--- config.mk ---
export PLATFORM = sky130hd
export DESIGN_NAME = yuyv422_to_rgb888_blit_core
export DESIGN_NICKNAME = d
export VERILOG_FILES = /design/src/yuyv_pkg.sv /design/src/yuyv422_to_rgb888_blit_core.sv /design/src/yuyv_front.sv /design/src/yuyv_queue.sv /design/src/yuyv_back.sv
export VERILOG_INCLUDE_DIRS = /design/src /design/src/src
export SDC_FILE = /design/constraint.sdc
export NUM_CORES = 2
export LEC_CHECK = 0
export BUFFER_PORTS_ARGS = -buffer_cell sky130_fd_sc_hd__buf_2
export CAP_MARGIN = 30
export CORE_UTILIZATION = 55
export CTS_CLUSTER_SIZE = 30
export DETAILED_ROUTE_END_ITERATION = 10
export GPL_TIMING_DRIVEN = 0
export PLACE_DENSITY_LB_ADDON = 0.1
export SETUP_SLACK_MARGIN = 0.2
export SLEW_MARGIN = 20
export SYNTH_ARGS = -nofsm -noshare
export SYNTH_HDL_FRONTEND = slang
export SYNTH_SLANG_ARGS = --single-unit
export TNS_END_PERCENT = 100
--- constraint.sdc ---
create_clock -name clk -period 8.2 [get_ports clk]
set_input_delay 0.41 -clock clk [delete_from_list [all_inputs] [get_ports clk]]
set_output_delay 0.41 -clock clk [all_outputs]
set_load 0.05 [all_outputs]
--- src/assert_macros.svh ---
// Assertion macros shared by the RTL files of the YUYV blit core.
`ifndef ASSERT_MACROS_SVH
`define ASSERT_MACROS_SVH

`ifndef SYNTH

// Clocked check, disabled while reset is asserted.
`define YUYV_ASSERT(lbl, prop) \
  lbl: assert property (@(posedge clk) disable iff (!rst_n) (prop)) \
    else $error("yuyv assertion failed");

// Clocked implication check, disabled while reset is asserted.
`define YUYV_ASSERT_IMP(lbl, ante, cons) \
  lbl: assert property (@(posedge clk) disable iff (!rst_n) (ante) |=> (cons)) \
    else $error("yuyv assertion failed");

`else

`define YUYV_ASSERT(lbl, prop)
`define YUYV_ASSERT_IMP(lbl, ante, cons)

`endif

`endif

--- src/yuyv_pkg.sv ---
// Shared types and constants of the YUYV422 to RGB888 blit core.
package yuyv_pkg;

  // Configuration register indexes
  localparam logic [2:0] CFG_FRAME_WIDTH  = 3'd0;
  localparam logic [2:0] CFG_FRAME_HEIGHT = 3'd1;
  localparam logic [2:0] CFG_ORIGIN_X     = 3'd2;
  localparam logic [2:0] CFG_ORIGIN_Y     = 3'd3;
  localparam logic [2:0] CFG_LINE_STRIDE  = 3'd4;

  localparam int CFG_IDX_W  = 3;
  localparam int CFG_DATA_W = 16;

  // Register reset values
  localparam logic [12:0] FRAME_WIDTH_RST  = 13'd640;
  localparam logic [12:0] FRAME_HEIGHT_RST = 13'd480;
  localparam logic [15:0] LINE_STRIDE_RST  = 16'd2560;

  // Framebuffer geometry
  localparam int BPP_SHIFT   = 2;   // four bytes per pixel
  localparam int ADDR_BITS   = 26;
  localparam int ADDR_SUM_W  = 30;  // wide enough for the unreduced offset

  // Decoupling queue between front and back
  localparam int QDEPTH  = 4;
  localparam int QPTR_W  = 2;
  localparam int QCNT_W  = 3;

  // Item handed from the front to the back
  typedef struct packed {
    logic [7:0]  luma_first;
    logic [7:0]  chroma_blue;
    logic [7:0]  luma_second;
    logic [7:0]  chroma_red;
    logic [10:0] col;
    logic [11:0] row;
    logic        eor;
    logic        eof;
  } yuyv_item_t;

  // Placement registers used by the back
  typedef struct packed {
    logic [11:0] origin_x;
    logic [11:0] origin_y;
    logic [15:0] line_stride;
  } yuyv_place_t;

endpackage

--- src/yuyv422_to_rgb888_blit_core.sv ---
// Top level of the YUYV422 to RGB888 blit core.
// Usage:
//   in_*   : one YUYV422 group per item (Y0, U, Y1, V), raster order.
//   out_*  : two RGB888 pixels per item plus the framebuffer byte offset of
//            the left pixel; out_tlast marks the last pair of a camera line,
//            out_tuser carries the address overflow flag and end of frame.
//   cfg_*  : register writes (frame width/height, origin x/y, line stride);
//            user must write only while no item is in flight (not enforced).
// Throughput is one item per clock while the queue has room. An accepted item
// is classified by the pair/line counters, waits in a four-entry queue and
// then goes through a multiply stage and an add/clamp stage into the output
// register. The output register and the queue let in_tready stay high while
// a result waits; in_tready drops only once the queue is full behind a
// stalled receiver, and no item is lost or repeated.
// Reset (rst_n low, synchronous) restores the register defaults (640 x 480,
// origin 0, stride 2560), clears the counters, empties the queue and drops
// out_tvalid.
module yuyv422_to_rgb888_blit_core import yuyv_pkg::*; (
  input  logic                  clk,
  input  logic                  rst_n,
  input  logic                  cfg_we,
  input  logic [CFG_IDX_W-1:0]  cfg_index,
  input  logic [CFG_DATA_W-1:0] cfg_wdata,
  input  logic                  in_tvalid,
  output logic                  in_tready,
  // luma_first[7:0], chroma_blue[15:8], luma_second[23:16], chroma_red[31:24]
  input  logic [31:0]           in_tdata,
  output logic                  out_tvalid,
  input  logic                  out_tready,
  // pixel_left[23:0], pixel_right[47:24], byte_address[73:48], zero[79:74]
  output logic [79:0]           out_tdata,
  // address_overflow[0], end_of_frame[1]
  output logic [1:0]            out_tuser,
  output logic                  out_tlast
);

  logic                 push;
  yuyv_item_t           push_item;
  yuyv_place_t          place;
  logic                 pop;
  logic                 q_valid;
  yuyv_item_t           q_item;
  logic [23:0]          pixel_left;
  logic [23:0]          pixel_right;
  logic [ADDR_BITS-1:0] byte_address;
  logic                 address_overflow;
  logic                 end_of_row;
  logic                 end_of_frame;

  yuyv_front u_front (
    .clk       (clk),
    .rst_n     (rst_n),
    .cfg_we    (cfg_we),
    .cfg_index (cfg_index),
    .cfg_wdata (cfg_wdata),
    .in_tvalid (in_tvalid),
    .in_tdata  (in_tdata),
    .q_ready   (in_tready),
    .push      (push),
    .push_item (push_item),
    .place     (place)
  );

  yuyv_queue u_queue (
    .clk        (clk),
    .rst_n      (rst_n),
    .push       (push),
    .push_item  (push_item),
    .push_ready (in_tready),
    .pop        (pop),
    .pop_valid  (q_valid),
    .pop_item   (q_item)
  );

  yuyv_back u_back (
    .clk              (clk),
    .rst_n            (rst_n),
    .q_valid          (q_valid),
    .q_item           (q_item),
    .pop              (pop),
    .place            (place),
    .out_ready        (out_tready),
    .out_valid        (out_tvalid),
    .pixel_left       (pixel_left),
    .pixel_right      (pixel_right),
    .byte_address     (byte_address),
    .address_overflow (address_overflow),
    .end_of_row       (end_of_row),
    .end_of_frame     (end_of_frame)
  );

  // Pack result fields onto the stream
  assign out_tdata = {6'd0, byte_address, pixel_right, pixel_left};
  assign out_tuser = {end_of_frame, address_overflow};
  assign out_tlast = end_of_row;

endmodule

--- src/yuyv_front.sv ---
// Front part: configuration registers, pair/line counters and item classification.
module yuyv_front import yuyv_pkg::*; (
  input  logic                  clk,
  input  logic                  rst_n,
  input  logic                  cfg_we,
  input  logic [CFG_IDX_W-1:0]  cfg_index,
  input  logic [CFG_DATA_W-1:0] cfg_wdata,
  input  logic                  in_tvalid,
  input  logic [31:0]           in_tdata,
  input  logic                  q_ready,
  output logic                  push,
  output yuyv_item_t            push_item,
  output yuyv_place_t           place
);

  logic [12:0] frame_width_r;
  logic [12:0] frame_height_r;
  logic [11:0] origin_x_r;
  logic [11:0] origin_y_r;
  logic [15:0] line_stride_r;
  logic [10:0] col_r, col_nxt;
  logic [11:0] row_r, row_nxt;
  logic [11:0] half_width;
  logic [11:0] pairs_m1;
  logic [11:0] lines_m1;
  logic        eor;
  logic        eof;

  // Write configuration registers; unknown indexes are dropped
  always_ff @(posedge clk) begin
    if (!rst_n) begin
      frame_width_r  <= FRAME_WIDTH_RST;
      frame_height_r <= FRAME_HEIGHT_RST;
      origin_x_r     <= '0;
      origin_y_r     <= '0;
      line_stride_r  <= LINE_STRIDE_RST;
    end else if (cfg_we) begin
      unique case (cfg_index)
        CFG_FRAME_WIDTH:  frame_width_r  <= cfg_wdata[12:0];
        CFG_FRAME_HEIGHT: frame_height_r <= cfg_wdata[12:0];
        CFG_ORIGIN_X:     origin_x_r     <= cfg_wdata[11:0];
        CFG_ORIGIN_Y:     origin_y_r     <= cfg_wdata[11:0];
        CFG_LINE_STRIDE:  line_stride_r  <= cfg_wdata;
        default: ;
      endcase
    end
  end

  // Last pair index per line, clamped to 1..2048 pairs
  assign half_width = frame_width_r[12:1];
  always_comb begin
    if (half_width == 12'd0) begin
      pairs_m1 = 12'd0;
    end else if (half_width > 12'd2048) begin
      pairs_m1 = 12'd2047;
    end else begin
      pairs_m1 = half_width - 12'd1;
    end
  end

  // Last line index, clamped to 1..4096 lines
  always_comb begin
    if (frame_height_r == 13'd0) begin
      lines_m1 = 12'd0;
    end else if (frame_height_r > 13'd4096) begin
      lines_m1 = 12'd4095;
    end else begin
      lines_m1 = 12'(frame_height_r - 13'd1);
    end
  end

  // Classify the current pair
  assign eor = {1'b0, col_r} >= pairs_m1;
  assign eof = eor && (row_r >= lines_m1);

  // Advance counters, wrapping at end of row and end of frame
  always_comb begin
    col_nxt = col_r;
    row_nxt = row_r;
    if (push) begin
      if (eor) begin
        col_nxt = '0;
        row_nxt = eof ? '0 : row_r + 12'd1;
      end else begin
        col_nxt = col_r + 11'd1;
      end
    end
  end

  always_ff @(posedge clk) begin
    if (!rst_n) begin
      col_r <= '0;
      row_r <= '0;
    end else begin
      col_r <= col_nxt;
      row_r <= row_nxt;
    end
  end

  assign push = in_tvalid && q_ready;

  always_comb begin
    push_item.luma_first  = in_tdata[7:0];
    push_item.chroma_blue = in_tdata[15:8];
    push_item.luma_second = in_tdata[23:16];
    push_item.chroma_red  = in_tdata[31:24];
    push_item.col         = col_r;
    push_item.row         = row_r;
    push_item.eor         = eor;
    push_item.eof         = eof;
  end

  always_comb begin
    place.origin_x    = origin_x_r;
    place.origin_y    = origin_y_r;
    place.line_stride = line_stride_r;
  end

endmodule

--- src/yuyv_queue.sv ---
// Short FIFO that decouples the front from the back.
`include "assert_macros.svh"
module yuyv_queue import yuyv_pkg::*; (
  input  logic       clk,
  input  logic       rst_n,
  input  logic       push,
  input  yuyv_item_t push_item,
  output logic       push_ready,
  input  logic       pop,
  output logic       pop_valid,
  output yuyv_item_t pop_item
);

  yuyv_item_t        store_r [QDEPTH];
  logic [QPTR_W-1:0] wr_ptr_r;
  logic [QPTR_W-1:0] rd_ptr_r;
  logic [QCNT_W-1:0] cnt_r, cnt_nxt;

  assign push_ready = cnt_r != QCNT_W'(QDEPTH);
  assign pop_valid  = cnt_r != '0;
  assign pop_item   = store_r[rd_ptr_r];

  // Write the entry at the tail
  always_ff @(posedge clk) begin
    if (push) begin
      store_r[wr_ptr_r] <= push_item;
    end
  end

  // Track fill level
  always_comb begin
    cnt_nxt = cnt_r;
    if (push && !pop) begin
      cnt_nxt = cnt_r + QCNT_W'(1);
    end else if (pop && !push) begin
      cnt_nxt = cnt_r - QCNT_W'(1);
    end
  end

  always_ff @(posedge clk) begin
    if (!rst_n) begin
      wr_ptr_r <= '0;
      rd_ptr_r <= '0;
      cnt_r    <= '0;
    end else begin
      if (push) wr_ptr_r <= wr_ptr_r + QPTR_W'(1);
      if (pop)  rd_ptr_r <= rd_ptr_r + QPTR_W'(1);
      cnt_r <= cnt_nxt;
    end
  end

  `YUYV_ASSERT(a_cnt_in_range, cnt_r <= QCNT_W'(QDEPTH))
  `YUYV_ASSERT(a_pop_nonempty, !pop || (cnt_r != '0))
  `YUYV_ASSERT(a_push_not_full, !push || (cnt_r != QCNT_W'(QDEPTH)))
  `YUYV_ASSERT_IMP(a_cnt_up, push && !pop, cnt_r == $past(cnt_r) + QCNT_W'(1))
  `YUYV_ASSERT_IMP(a_ptr_gap, 1'b1,
                   QPTR_W'(wr_ptr_r - rd_ptr_r) == cnt_r[QPTR_W-1:0])

endmodule

--- src/yuyv_back.sv ---
// Back part: color conversion and framebuffer address, two registered stages.
module yuyv_back import yuyv_pkg::*; (
  input  logic                 clk,
  input  logic                 rst_n,
  input  logic                 q_valid,
  input  yuyv_item_t           q_item,
  output logic                 pop,
  input  yuyv_place_t          place,
  input  logic                 out_ready,
  output logic                 out_valid,
  output logic [23:0]          pixel_left,
  output logic [23:0]          pixel_right,
  output logic [ADDR_BITS-1:0] byte_address,
  output logic                 address_overflow,
  output logic                 end_of_row,
  output logic                 end_of_frame
);

  // Q16 coefficients
  localparam logic signed [17:0] K_R  = 18'sd92242;
  localparam logic signed [17:0] K_GU = 18'sd22643;
  localparam logic signed [17:0] K_GV = 18'sd46982;
  localparam logic signed [17:0] K_B  = 18'sd116589;

  function automatic logic [7:0] clamp_byte(input logic [11:0] v);
    logic [7:0] res;
    if (v[11]) begin
      res = 8'd0;
    end else if (v[10:8] != 3'd0) begin
      res = 8'd255;
    end else begin
      res = v[7:0];
    end
    return res;
  endfunction

  logic signed [7:0]  du, dv;
  logic signed [25:0] prod_r_c, prod_gu_c, prod_gv_c, prod_b_c;
  logic [12:0]        row_sum;
  logic [12:0]        col_sum;
  logic [28:0]        row_prod_c;

  logic               s1_vld_r;
  logic [7:0]         s1_y0_r, s1_y1_r;
  logic [9:0]         s1_tr_r, s1_tgu_r, s1_tgv_r, s1_tb_r;
  logic [28:0]        s1_row_prod_r;
  logic [14:0]        s1_col_term_r;
  logic               s1_eor_r, s1_eof_r;
  logic               s1_en;
  logic               out_free;

  logic [11:0]        tr_x, tb_x, tg_x;
  logic [11:0]        y0_x, y1_x;
  logic [23:0]        pix_l_c, pix_r_c;
  logic [ADDR_SUM_W-1:0] addr_sum;
  logic               out_vld_r;

  // Stage handshake: a stage loads when it is empty or its successor moves
  assign out_free = !out_vld_r || out_ready;
  assign s1_en    = !s1_vld_r || out_free;
  assign pop      = q_valid && s1_en;

  // Stage 1: chroma products and address terms
  assign du = {~q_item.chroma_blue[7], q_item.chroma_blue[6:0]};
  assign dv = {~q_item.chroma_red[7], q_item.chroma_red[6:0]};
  assign prod_r_c  = 26'(K_R)  * 26'(dv);
  assign prod_gu_c = 26'(K_GU) * 26'(du);
  assign prod_gv_c = 26'(K_GV) * 26'(dv);
  assign prod_b_c  = 26'(K_B)  * 26'(du);

  assign row_sum    = {1'b0, place.origin_y} + {1'b0, q_item.row};
  assign col_sum    = {1'b0, place.origin_x} + {1'b0, q_item.col, 1'b0};
  assign row_prod_c = 29'(row_sum) * 29'(place.line_stride);

  always_ff @(posedge clk) begin
    if (!rst_n) begin
      s1_vld_r <= 1'b0;
    end else if (s1_en) begin
      s1_vld_r <= q_valid;
    end
  end

  always_ff @(posedge clk) begin
    if (pop) begin
      s1_y0_r       <= q_item.luma_first;
      s1_y1_r       <= q_item.luma_second;
      s1_tr_r       <= prod_r_c[25:16];
      s1_tgu_r      <= prod_gu_c[25:16];
      s1_tgv_r      <= prod_gv_c[25:16];
      s1_tb_r       <= prod_b_c[25:16];
      s1_row_prod_r <= row_prod_c;
      s1_col_term_r <= {col_sum, {BPP_SHIFT{1'b0}}};
      s1_eor_r      <= q_item.eor;
      s1_eof_r      <= q_item.eof;
    end
  end

  // Stage 2: add luma, clamp, finish the address
  assign tr_x = {{2{s1_tr_r[9]}}, s1_tr_r};
  assign tb_x = {{2{s1_tb_r[9]}}, s1_tb_r};
  assign tg_x = {{2{s1_tgu_r[9]}}, s1_tgu_r} + {{2{s1_tgv_r[9]}}, s1_tgv_r};
  assign y0_x = {4'd0, s1_y0_r};
  assign y1_x = {4'd0, s1_y1_r};

  assign pix_l_c = {clamp_byte(y0_x + tr_x), clamp_byte(y0_x - tg_x),
                    clamp_byte(y0_x + tb_x)};
  assign pix_r_c = {clamp_byte(y1_x + tr_x), clamp_byte(y1_x - tg_x),
                    clamp_byte(y1_x + tb_x)};
  assign addr_sum = ADDR_SUM_W'(s1_row_prod_r) + ADDR_SUM_W'(s1_col_term_r);

  always_ff @(posedge clk) begin
    if (!rst_n) begin
      out_vld_r <= 1'b0;
    end else if (out_free) begin
      out_vld_r <= s1_vld_r;
    end
  end

  // Output register: hold while the receiver stalls
  always_ff @(posedge clk) begin
    if (out_free && s1_vld_r) begin
      pixel_left       <= pix_l_c;
      pixel_right      <= pix_r_c;
      byte_address     <= addr_sum[ADDR_BITS-1:0];
      address_overflow <= |addr_sum[ADDR_SUM_W-1:ADDR_BITS];
      end_of_row       <= s1_eor_r;
      end_of_frame     <= s1_eof_r;
    end
  end

  assign out_valid = out_vld_r;

endmodule

# Word level (Yosys, flattened, before mapping)
# Memories as Yosys holds them, arrays and structs flattened. A register that Yosys moved wholly into a read port is not among the register bits.
# Index checks and enable logic that the tools add are counted.
[op_classes] add_sub_neg=18 mul=5 div_mod_pow=0 order_cmp=4 eq_ne=5 n_shift=0 muxes=18 n_bitwise=2 n_reduce_logical=30
[op_table] cell="$mux 12" count=5
[op_table] cell="$mul 16x8->24 const A" count=2
[op_table] cell="$mux 8" count=6
[op_table] cell="$add 9x10->11" count=4
[op_table] cell="$add 29x15->30" count=1
[op_table] cell="$mul 13x16->29" count=1
[op_table] cell="$add 12x12->13" count=2
[op_table] cell="$mul 18x8->26 const A" count=1
[op_table] cell="$mul 17x8->25 const A" count=1
[op_table] cell="$sub 12x1->12 const B" count=2
[op_table] cell="$sub 8x12->12" count=2
[op_table] cell="$reduce_bool 3->1" count=7
[op_table] cell="$gt 13x13->1 const B" count=1
[op_table] cell="$logic_not 13->1" count=1
[op_table] cell="$add 12x1->12 const B" count=1
[op_table] cell="$ge 11x12->1" count=1
[op_table] cell="$ge 12x12->1" count=1
[op_table] cell="$gt 12x12->1 const B" count=1
[op_table] cell="$logic_not 12->1" count=1
[op_table] cell="$reduce_and 2->1" count=6
[op_table] cell="$add 11x1->11 const B" count=1
[op_table] cell="$mux 11" count=1
[op_table] cell="$add 8x9->10" count=1
[op_table] cell="$eq 3x2->1 const B" count=2
[op_table] cell="other kinds (16)" count=30
[word_totals] register_bits=272 latch_bits=0 mem_bits_rw=228 romBits=0 input_bits=56 output_inout_bits=85 word_cells=115 mem_count=1
[memory_table] name="u_queue.store_r" depth=4 word_bits=57 read_ports=1 rd_clocked_by_memory_dff=1 wr=1 line_no="yuyv_queue.sv:14" source="yuyv_item_t store_r [QDEPTH];"

# Logic depth before layout (Yosys ltp)
[depth] depth_word=7 mapped_depth=36 ltp_nobuf=33

# Hierarchy
# A second synthesis with hierarchy kept.
[unflattened] cells_unflattened=3280 hier_area_um2=36461.2
[by_module_without_submodules] module="yuyv_back" instances=1 cells_each=2318 area_each_um2=22993.3 seq_area_each_um2=5265.0
[by_module_without_submodules] module="yuyv_queue" instances=1 cells_each=341 area_each_um2=8664.6 seq_area_each_um2=7026.7
[by_module_without_submodules] module="yuyv_front" instances=1 cells_each=612 area_each_um2=4739.5 seq_area_each_um2=1761.7
[by_module_without_submodules] module="yuyv422_to_rgb888_blit_core" instances=1 cells_each=9 area_each_um2=63.8 seq_area_each_um2=0.0

# Least setup slack after synthesis
# Ideal clock, no wire load.
[synth_timing] kind="reg2reg" start="reg (tool-made name)" end="reg u_back.s1_row_prod_r[28], data pin" setup_time_ns=0.268 arrival_time_ns=8.414 required_ns=7.932 path_slack_ns=-0.482 stages_incl_launch_ff=32 path_buffers=3 period_less_slack_ns=8.682 path_cell_list="dfxtp_1 > buf_2 > buf_1 > mux4_2 > ha_1 > a21o_1 > a21oi_1 > o21ai_0 > a21o_1 > a21oi_1 > o21ai_1 > o41ai_1 > xnor2_1 > clkbuf_1 > and2_1 > fa_1 > fa_1 > fa_1 > fa_1 > inv_1 > fa_1 > inv_1 > ha_1 > a2111o_1 > a31oi_1 > o21ai_0 > o2bb2ai_1 > nand2_1 > a211oi_1 > a41o_1 > o41ai_1 > xnor2_1"
[synth_rtl] item="to (signal assigned)" line_no="yuyv_back.sv:91" source="s1_row_prod_r <= row_prod_c;"
[synth_rtl] item="to (decl)" line_no="yuyv_back.sv:46" source="logic [28:0] s1_row_prod_r;"

==> impl_metrics.toml <==
[floorplanning]
die-area_mm2 = 0.06646
core-area_mm2 = 0.06458
die-height_um = 257.8
start_util = 0.5572
die_x_um = 257.8
ios = 141
rows = 93

[clock_network]
htree_levels = 2
cts.clk_slew.worst_paths_ns = 0.06
cts_num_sinks = 501
cts_root_buffer = "clkbuf_16"
clockBufferDepth = 3
cts-buffers-inserted = 54
clk_latency_ns = 0.65
cts_tree = "built"

[flow_run]
cap_violations = 0

[placement]
port_buffers = 134
hpwl_um = 64130
routabilityCongestion = 0.8980

[synth]
yosys_most_used_dff = "edfxtp_1"
synthArstFlopShare = 0
yosys_warnings = 0
synth_cells = 3209
ys_ff_latch = 501
synth_edf_count = 402
synth_area_per_cell_um2 = 11.21
syn-cell-area_mm2 = 0.03599
synth_cell_types = 84
yosysSeqAreaShare = 0.3905

[route]
wl_per_cell_um = 18.99
highest_layer = "met4"
drcViolationCount = 0
wl_met3_um = 3793
wl_met1_um = 34980
avgViaCountPerCell = 5.565
final_antenna_net_count = 0
drtIter0Drc = 1498
met2RoutedLength_um = 41870
via_count = 24385
wirelength_um = 83230
firstDrtPassIters = 6

[status]
status = "complete, no violations"

[worst_setup_path]
worstPathRequired_ns = 8.56
crit_family = "adder cells"
crit_slowest_cell = "mux4_2"
cpMostUsedCell = "fa_1"
path_buf_inv = 8
rr_worst_depth = 33
reg2reg_slack_ns = 0.32
cp.arrival_ns = 8.24
cp-start-kind = "register"
cp_max_fo = 6
critPathCaptureType = "register"
timing_worst_setup_path_type = "reg -> reg"
cpPeakStageDelay_ns = 0.58
worst_r2r_endpoint = "u_back.s1_row_prod_r[27]"

[worst_hold_path]
min_from = "in_tdata[12]"
min_to = "u_queue.store_r[0][45]"
hold_class = "in -> reg"
whs_path_depth = 1

[sta]
skew_ns = 0.05995
fin_crit_ns = 7.883
setup_viol = 0
worstMarginPinSlew_ns = 1.024
max_clock_freq_mhz = 126.9
hold_viol = 0
fin_crit_sh = 0.9613
hold_ws_ns = 0.02341
slew_headroom = 0.3144
fin_setup_tns_ns = 0
rsz0062_at_grt = "yes"
drv_slew = 0

[finish]
mostFrequentLayoutCell = "inv_1"
final_cell_mix = "inv_1, edfxtp_1, ha_1"
syn2layout_area_growth_pct = 14.36
utilization = 0.6372
nets = 4198
drive_above_1_share = 0.1296

[global_route]
grt_usage = 0.2545
antenna_found_initial = 1
grt_pass1_wl_um = 132800
overflow = 0
grt_pass1_vias = 25206
grt_max_degree = 44
## routing by layer
layer  vias to the layer above  track usage
li1                      11564            -
met1                     12064       0.3244
met2                       617       0.4527
met3                       140      0.02827
met4                         0      0.08120
met5                         -            0
## how the worst max path moves through the flow
stage | slack [ns] | depth (start not counted) | endpoint
6_report | 0.32 | 33 | u_back.s1_row_prod_r[27]
5_1_grt | 0.03 | 33 | u_back.s1_row_prod_r[27]
4_1_cts | 0.19 | 32 | u_back.s1_row_prod_r[25]
3_5_place_dp | -1.94 | 31 | u_back.s1_row_prod_r[25]
3_3_place_gp | -1.81 | 31 | u_back.s1_row_prod_r[25]
2_1_floorplan | 0.21 | 31 | u_back.s1_row_prod_r[28]
## area by class of cell
| cell class | count | area (um2) |
|---|---|---|
| fill | 5092 | 23430 |
| multi-input combinational | 2168 | 20380 |
| sequential | 501 | 14060 |
| inverter | 464 | 1742 |
| timing repair buffer | 211 | 1555 |
| clock buffer | 73 | 1484 |
| tap | 855 | 1070 |
| buffer | 81 | 535.5 |
| clock inverter | 28 | 326.6 |
| antenna | 1 | 2.502 |
## worst reg2reg max path, delay by kind of cell, from the launching register on
| kind | cells | cell delay, ns |
|---|---|---|
| XOR/XNOR | 2 | 0.37 |
| multiplexers | 1 | 0.58 |
| buffers and inverters | 8 | 0.85 |
| adder cells (fa/ha/maj) | 7 | 2.95 |
| AO/OA/AOI/OAI | 14 | 2.47 |
| flip-flops | 1 | 0.36 |
| AND/OR/NAND/NOR | 1 | 0.05 |
## registers in the layout, indices dropped and copies added, names as in the netlist, 10 cells and up, named ones only
name,cells
u_queue.store_r,228
u_back.s1_col_term_r,13
u_back.byte_address,26
u_front.line_stride_r,16
u_back.pixel_left,24
u_back.s1_tb_r,10
u_front.frame_height_r,13
u_front.origin_x_r,12
u_front.frame_width_r,12
u_front.row_r,12
u_back.s1_row_prod_r,29
u_front.origin_y_r,12
u_back.s1_tr_r,10
u_back.pixel_right,24
u_front.col_r,11
## cell usage after synthesis (all sizes together) (3+ instances only)
library cell,instances,area [um2]
nand3b,6,45.04
inv,463,1738
mux2i,3,30.03
xor2,56,509.2
o21a,21,157.7
or2,10,62.56
fa,264,5285
o31ai,5,37.54
and2,84,525.5
o41ai,5,70.08
clkbuf,61,229.0
dfxtp,99,1982
a21oi,201,1017
a41oi,3,26.28
a22oi,4,30.03
and3,30,187.7
a21boi,16,120.1
a211o,5,43.79
o22a,3,26.28
nor4b,4,41.29
a2111oi,3,26.28
or3,10,62.56
a31o,6,52.55
o21ai,95,475.5
nand3,44,220.2
nand4,11,68.82
a21o,51,382.9
o211ai,8,60.06
o22ai,7,43.79
a211oi,13,97.59
a31oi,18,112.6
xnor2,97,849.6
nand2,314,1181
o21bai,16,120.1
nor3,48,240.2
buf,20,107.6
nor4,8,50.05
nor2,131,491.7
nor2b,34,212.7
mux4,57,1284
ha,397,4967
edfxtp,402,12070
nand2b,32,200.2
a221oi,6,87.58
## metrics by stage
| stage | instances | cell area, um2 | setup WS [ns] |
|---|---|---|---|
| 2_1_floorplan | 3214 | 36050 | 0.2103 |
| 3_3_place_gp | 4203 | 37790 | -1.806 |
| 3_5_place_dp | 4215 | 38140 | -1.936 |
| 4_1_cts | 4373 | 40940 | 0.1923 |
| 5_1_grt | 4381 | 41150 | 0.02994 |
| 6_report | 4382 | 41150 | 0.3173 |
## cell families (layout without fill, tap and decap cells)
family / count (synthesis) / after routing / share of synthesized area
AO/OA/AOI/OAI: 511 / 511 / 0.08998
adder cells (fa/ha/maj): 662 / 662 / 0.2852
multiplexers: 61 / 61 / 0.03682
buffers and inverters: 545 / 857 / 0.05775
other: 1 / 7 / 0.0001042
AND/OR/NAND/NOR: 775 / 775 / 0.1019
XOR/XNOR: 153 / 153 / 0.03776
flip-flops: 501 / 501 / 0.3905
## what timing repair did
action                                 4_1_cts  5_1_grt
buffers inserted                            29        7
setup endpoints to repair                   18       13
endpoints found under the hold margin      109        0
hold buffers                                28        0
resized for setup                          100       37
pin swaps                                   48       44
Power is not shown: default switching activity piles up to over one toggle a cycle in this logic, so the estimate is an artifact.
